### config.mk
export PLATFORM = sky130hd
export DESIGN_NAME = sdd_csr
export DESIGN_NICKNAME = d
export VERILOG_FILES = /design/src/rtl/core/assert_macros.svh /design/src/rtl/core/sdd_pkg.sv /design/src/rtl/core/sdd_csr.sv
export SDC_FILE = /design/constraint.sdc
export NUM_CORES = 1
export LEC_CHECK = 0
export BUFFER_PORTS_ARGS = -buffer_cell sky130_fd_sc_hd__clkbuf_2
export CAP_MARGIN = 20
export CORE_MARGIN = 10
export CORE_UTILIZATION = 30
export DETAILED_ROUTE_END_ITERATION = 8
export PLACE_DENSITY = 0.6
export RECOVER_POWER = 25
export SLEW_MARGIN = 20
export SYNTH_ARGS = -nofsm -noshare
export SYNTH_HDL_FRONTEND = slang
export SYNTH_SLANG_ARGS = --single-unit
### constraint.sdc
create_clock -name clock -period 2.5 [get_ports clock]
set_clock_uncertainty 0.15 [all_clocks]
set_input_delay 0.5 -clock clock [delete_from_list [all_inputs] [get_ports clock]]
set_output_delay 0.5 -clock clock [all_outputs]
set_load 0.02 [all_outputs]
### src/rtl/core/assert_macros.svh
// ---------------------------------------------------------------------------
// Assertion macros shared by the RTL
// ---------------------------------------------------------------------------
`ifndef ASSERT_MACROS_SVH
`define ASSERT_MACROS_SVH

// condition must hold at every clock edge outside reset
`define SDD_ASSERT_ALWAYS(label, clk, rst, cond, msg) \
   label: assert property (@(posedge clk) disable iff (rst) (cond)) \
      else $error(msg);

// antecedent implies consequent in the same cycle
`define SDD_ASSERT_IMPLIES(label, clk, rst, ante, cons, msg) \
   label: assert property (@(posedge clk) disable iff (rst) (ante) |-> (cons)) \
      else $error(msg);

`endif

### src/rtl/core/sdd_pkg.sv
`timescale 1ns / 1ps
// ---------------------------------------------------------------------------
// sdd_pkg
// Shared types, constants and helpers of the stereo diffusion delay.
// ---------------------------------------------------------------------------
package sdd_pkg;

   localparam int SAMPLE_W            = 16;
   localparam int CSR_AW              = 5;
   localparam int DELAY_DEPTH_DEF     = 65536;
   localparam int ALLPASS_DEPTH_DEF   = 2048;
   localparam int STAGE_COUNT_DEF     = 4;

   // register map (index = byte address / 4)
   localparam logic [2:0] REG_DELAY_TIME = 3'd0;
   localparam logic [2:0] REG_FEEDBACK   = 3'd1;
   localparam logic [2:0] REG_DIFFUSION  = 3'd2;
   localparam logic [2:0] REG_WET_MIX    = 3'd3;
   localparam logic [2:0] REG_AP_DELAY_1 = 3'd4;
   localparam logic [2:0] REG_AP_DELAY_2 = 3'd5;
   localparam logic [2:0] REG_AP_DELAY_3 = 3'd6;
   localparam logic [2:0] REG_AP_DELAY_4 = 3'd7;

   // reset values
   localparam logic [23:0] RST_DELAY_TIME = 24'd6144000;
   localparam logic [15:0] RST_FEEDBACK   = 16'd32768;
   localparam logic [15:0] RST_DIFFUSION  = 16'd32768;
   localparam logic [16:0] RST_WET_MIX    = 17'd32768;
   localparam logic [10:0] RST_AP_DELAY_1 = 11'd150;
   localparam logic [10:0] RST_AP_DELAY_2 = 11'd250;
   localparam logic [10:0] RST_AP_DELAY_3 = 11'd400;
   localparam logic [10:0] RST_AP_DELAY_4 = 11'd600;

   // gain limits and coefficient terms
   localparam logic [15:0] FB_MAX    = 16'd62259;
   localparam logic [16:0] MIX_MAX   = 17'd65536;
   localparam logic [15:0] G_OFFSET  = 16'd19661;
   localparam logic [15:0] G_SLOPE   = 16'd39322;

   typedef struct packed {
      logic [23:0]      delay_time;
      logic [15:0]      feedback_gain;
      logic [15:0]      diffusion_amount;
      logic [16:0]      wet_mix;
      logic [3:0][10:0] ap_delay;
   } sdd_cfg_type;

   // beat handed from one allpass stage to the next
   typedef struct packed {
      logic                       valid;
      logic signed [SAMPLE_W-1:0] wet_l;
      logic signed [SAMPLE_W-1:0] wet_r;
      logic                       clip;
   } sdd_link_type;

   typedef enum logic [2:0] {
      S_IDLE,
      S_FETCH,
      S_INTERP,
      S_CHAIN,
      S_DONE
   } sdd_state_type;

   // saturate to a Q1.15 sample; bit 16 flags clipping
   function automatic logic [16:0] sat_sample(input logic signed [19:0] v);
      logic [16:0] r;
      if (v > 20'sd32767) begin
         r = {1'b1, 16'h7FFF};
      end else if (v < -20'sd32768) begin
         r = {1'b1, 16'h8000};
      end else begin
         r = {1'b0, v[15:0]};
      end
      return r;
   endfunction

endpackage

### src/rtl/core/sdd_csr.sv
`timescale 1ns / 1ps
// ---------------------------------------------------------------------------
// sdd_csr
// APB register file holding the delay, gain, mix and allpass settings.
// ---------------------------------------------------------------------------
module sdd_csr import sdd_pkg::*; (
   input  logic              clock,
   input  logic              reset,
   input  logic              csr_psel,
   input  logic              csr_penable,
   input  logic              csr_pwrite,
   input  logic [CSR_AW-1:0] csr_paddr,
   input  logic [31:0]       csr_pwdata,
   output logic [31:0]       csr_prdata,
   output logic              csr_pready,
   output sdd_cfg_type       cfg
);

   sdd_cfg_type cfg_ff;
   sdd_cfg_type cfg_in;
   logic [2:0]  index;
   logic        wr_en;

   assign index      = csr_paddr[4:2];
   assign wr_en      = csr_psel & csr_penable & csr_pwrite;
   assign csr_pready = 1'b1;
   assign cfg        = cfg_ff;

   // register write decode
   always_comb begin
      cfg_in = cfg_ff;
      if (wr_en) begin
         case (index)
            REG_DELAY_TIME: cfg_in.delay_time       = csr_pwdata[23:0];
            REG_FEEDBACK:   cfg_in.feedback_gain    = csr_pwdata[15:0];
            REG_DIFFUSION:  cfg_in.diffusion_amount = csr_pwdata[15:0];
            REG_WET_MIX:    cfg_in.wet_mix          = csr_pwdata[16:0];
            REG_AP_DELAY_1: cfg_in.ap_delay[0]      = csr_pwdata[10:0];
            REG_AP_DELAY_2: cfg_in.ap_delay[1]      = csr_pwdata[10:0];
            REG_AP_DELAY_3: cfg_in.ap_delay[2]      = csr_pwdata[10:0];
            REG_AP_DELAY_4: cfg_in.ap_delay[3]      = csr_pwdata[10:0];
            default:        cfg_in = cfg_ff;
         endcase
      end
   end

   always_ff @(posedge clock) begin
      if (reset) begin
         cfg_ff.delay_time       <= RST_DELAY_TIME;
         cfg_ff.feedback_gain    <= RST_FEEDBACK;
         cfg_ff.diffusion_amount <= RST_DIFFUSION;
         cfg_ff.wet_mix          <= RST_WET_MIX;
         cfg_ff.ap_delay[0]      <= RST_AP_DELAY_1;
         cfg_ff.ap_delay[1]      <= RST_AP_DELAY_2;
         cfg_ff.ap_delay[2]      <= RST_AP_DELAY_3;
         cfg_ff.ap_delay[3]      <= RST_AP_DELAY_4;
      end else begin
         cfg_ff <= cfg_in;
      end
   end

   // read mux
   always_comb begin
      case (index)
         REG_DELAY_TIME: csr_prdata = 32'(cfg_ff.delay_time);
         REG_FEEDBACK:   csr_prdata = 32'(cfg_ff.feedback_gain);
         REG_DIFFUSION:  csr_prdata = 32'(cfg_ff.diffusion_amount);
         REG_WET_MIX:    csr_prdata = 32'(cfg_ff.wet_mix);
         REG_AP_DELAY_1: csr_prdata = 32'(cfg_ff.ap_delay[0]);
         REG_AP_DELAY_2: csr_prdata = 32'(cfg_ff.ap_delay[1]);
         REG_AP_DELAY_3: csr_prdata = 32'(cfg_ff.ap_delay[2]);
         REG_AP_DELAY_4: csr_prdata = 32'(cfg_ff.ap_delay[3]);
         default:        csr_prdata = 32'd0;
      endcase
   end

endmodule

**Word level (Yosys, flattened, before mapping)**

Cells that the tools add are included.

- Register bits: 117
- Bits of input ports: 42
- Output and inout bits: 150
- Word-level logic and storage cells: 27

- Equal/unequal tests: 7
- Multiplexer cells: 1
- Bitwise gates (word level): 2
- Reduce and logical (&&, ||, !) cells: 9

Operators with widths:

| operator | number |
|---|---|
| $pmux 32 s8 | 1 |
| $reduce_and 2->1 | 8 |
| $eq 3x3->1 const B | 4 |
| $eq 3x2->1 const B | 2 |
| $eq 3x1->1 const B | 1 |
| $logic_not 3->1 | 1 |
| $and 1x1->1 | 2 |

**Logic depth before layout (Yosys ltp)**

- Depth after elaboration: 3
- Depth in mapped cells: 7

**Worst setup path before layout**

No wires, ideal clock.

- Path kind: input to output
- Start: input port csr_paddr[2]
- End: output port csr_prdata[4]
- Arrival time: 1.649 ns
- Setup slack: 0.201 ns
- Stages on the path: 6
- Path buffers: 3
- Path through: buf_2 -> buf_4 -> buf_2 -> a221oi_1 -> a221oi_1 -> nor2_1

- Word-level cells in the longest chain between the ends: 2
- Elaborated cells on any way between the ends: 9

Ends and longest elaborated chain:

| what | line | source |
|---|---|---|
| start: declaration | sdd_csr.sv:12 | `input logic [CSR_AW-1:0] csr_paddr,` |
| $eq 3x3->1 (tied with other cells) | sdd_csr.sv:64 | `case (index)` |
| $pmux 32 s8 (*) | sdd_csr.sv:64 |  |
| end: declaration | sdd_csr.sv:14 | `output logic [31:0] csr_prdata,` |

Every way passes the cells marked *; elsewhere a longest branch is shown, timed or not. The select of a mux whose other input is x is not followed.

**Final worst setup path**

- Start: input port csr_paddr[3]
- End: output port csr_prdata[3]

The elaborated chain is that of the path after synthesis.

==> results.txt <==
status -> finished, final reports clean
reg2reg end -> cfg[15]$_SDFFE_PP1P_
total power -> 4.98 mW
Worst path slowest cell -> mux2_2
Cell Rows -> 48
Worst-path clk slew -> 0.05 ns
Worst-Margin Slew -> 1.32 ns
min cycle time layout -> 2.47 ns
htree depth -> 4
initial cell density of the core -> 0.308
routed wire length -> 21000 µm
cell taking the most area after synthesis -> dfxtp_1
Worst R2R Start -> cfg[15]$_SDFFE_PP1P_
Multi-input gate area -> 0.00267 mm²
share of cells above drive strength 1 -> 0.298
post-synthesis cell count -> 679
CTS root buf -> clkbuf_16
ANT cells -> 0
Max-Cap Viols -> 0
Port Buffers -> 172
DRC Markers -> 0
vias in the first global route -> 5280
Startpoint Class -> primary input
VDD IR-drop max -> 523 µV
fin nets -> 892
drt wl/cell -> 19.3 µm
most common cell in the synthesized netlist -> nand2_1
most used cell, CP -> buf_4
aggregate global-route resource usage -> 0.173
share of the synthesized area in the top cell type -> 0.437
Leak Pwr -> 2.97 nW
grt total ovfl -> 0
R2R depth -> 3
Max Fclk -> 0.405 GHz
WP data required -> 1.85 ns
Crit path max-delay family -> buffers and inverters
Worst Hold End -> cfg[115]$_SDFFE_PP1P_
initial drt markers -> 437
HPWL after detailed placement -> 15300 µm
Avg Inst Size Synth -> 7.89 µm²
Vias -> 5385
Relative slew margins -> 0.117
CTS Sinks -> 117
Core Region -> 0.0174 mm²
Pre-Repair DR Iteration Count -> 5
Layout area overhead -> 34.9%
Largest register FFs -> 117
final core occ -> 0.415
cells along the critical path -> buf_12 -> buf_6 -> mux2_2 -> a22o_1 -> a221oi_2 -> buf_4 -> nor2_1 -> buf_4
Die W -> 154 µm
Vias/cell -> 4.95
Post-synth EDFFs -> 0
#FFs+latches synth -> 117
synth cell count leaders -> nand2_1, dfxtp_1, a21oi_1, o21ai_0, buf_2
chip height -> 154 µm
Final Hold Fails -> 0
CTS tree -> done
WS Path Type -> in2out
GPL Wtd Cong -> 0.868
final setup fails -> 0
top_reg_cell synth -> dfxtp_1
crit path capture type -> primary output
worst path buffer plus inverter count -> 4
P per Cell Area -> 689 mW/mm²
Die ar. -> 0.0236 mm²
I/O pin cnt -> 192
Skew-Pair Late Insertion Delay -> 0.42 ns
synth top area cells -> dfxtp_1, nand2_1, a21oi_1
async set or reset register ratio after synthesis -> 0
maximum clock path buffer count -> 2
register area -> 0.00235 mm²
synth warn -> 0
Tcrit/Tclk final -> 0.987
crit path DAT -> 1.82 ns
flop2flop setup slack -> 1.54 ns
startpoint of the worst hold path -> csr_pwdata[22]
critical path's largest stage delay -> 0.32 ns
post-route ant nets -> 0
hold depth -> 3
Synth Cell Area -> 0.00536 mm²
global-route wire length before repair -> 32200 µm
fillcell total -> 1806
critical path fanouts, max -> 7
RSZ-0062 raised after global routing -> yes
register area share after synthesis -> 0.437
worst min-delay path category -> in2reg
Hold Buf Count CTS -> 0
Slew Limit Fails -> 0
initial antenna violation count -> 0
number of buffers created by CTS -> 17
synth unique cells -> 36
largest net degree at the start of global routing -> 118
## how the worst max path moves through the flow
stage                 startpoint            end  slack, ns  depth (start not counted)
detailed placement  csr_paddr[3]  csr_prdata[3]      -0.12                          9
global placement    csr_paddr[3]  csr_prdata[1]      -0.13                          7
CTS                 csr_paddr[3]  csr_prdata[8]      0.002                          7
global route        csr_paddr[3]  csr_prdata[3]      -0.05                          8
finish              csr_paddr[3]  csr_prdata[3]       0.03                          8
floorplan           csr_paddr[2]  csr_prdata[4]       0.20                          6
## layout make-up
class                           instances  area share
Inverter                                9     0.00468
Timing Repair Buffer                  218       0.174
Clock buffer                           24      0.0681
Sequential cell                       117       0.325
Multi-Input combinational cell        487       0.370
Tap cell                              225      0.0390
Clock inverter                          8      0.0201
## repair_timing
action	4_1_cts	5_1_grt
buffers inserted	0	3
pin swaps	0	6
endpoints found under the setup margin	9	9
resized for setup	14	22
## kinds of logic (layout without fill, tap and decap cells)
family | count (synthesis) | count (layout) | share of synthesized area
compound gates | 160 | 160 | 0.171
buf+inv | 82 | 259 | 0.0785
flops | 117 | 117 | 0.437
mux | 29 | 29 | 0.0677
other cells | 2 | 9 | 0.00140
simple gates | 289 | 289 | 0.244
## routing by layer
metal	part of all wire	wire [µm]	GRT usage
met5	0	0	0
met4	0.017	367	0.0567
met3	0.091	1920	0.0622
met2	0.46	9760	0.275
met1	0.43	8980	0.212
## power by group
group	leakage, nW	switching, mW	internal, mW	total [mW]
logic	1.72	0.279	0.157	0.436
registers	0.944	0.0138	1.88	1.90
clock network	0.306	0.873	1.77	2.64
total	2.97	1.17	3.81	4.98
## per-stage QoR
step                      area, µm²  TNS (ns)  worst slack (ns)  hold slack, ns  instances
after floorplan                5380         0             0.201           0.390        686
after global placement         6530    -0.842            -0.128           0.305       1054
after detailed placement       6530    -0.728            -0.124           0.312       1054
after CTS                      7230         0           0.00200           0.129       1086
after global routing           7220   -0.0603           -0.0473           0.154       1088
final                          7220         0            0.0332           0.145       1088
## cells in the final DEF, fill, tap and decap left out, types with 3 or more instances in the layout
cell type	Yosys	final
mux4_2	5	5
clkbuf_16	0	17
nor2_2	2	4
o22a_1	3	3
clkbuf_8	0	4
buf_6	4	4
bufinv_16	0	4
nor2_1	26	24
clkbuf_2	1	146
a21oi_1	93	93
buf_12	0	5
inv_1	9	9
buf_4	11	37
nand3b_1	27	27
mux2i_1	16	15
mux2_2	8	7
o21ai_0	33	33
o22ai_1	3	3
nand2_1	203	203
a221oi_1	14	5
conb_1	2	9
a211oi_1	3	3
and2_1	7	7
a221oi_2	0	9
dfxtp_2	0	4
nand2b_1	5	5
dfxtp_1	117	113
nor2b_1	6	6
a22o_1	7	7
clkbuf_1	25	28
## worst register-to-register path: stages, from the launching register on
cell     delay [ns]
dfxtp_1        0.31
inv_1          0.08
nor2_1         0.05
a211o_1        0.26
Power figures use the tool's default switching activity.
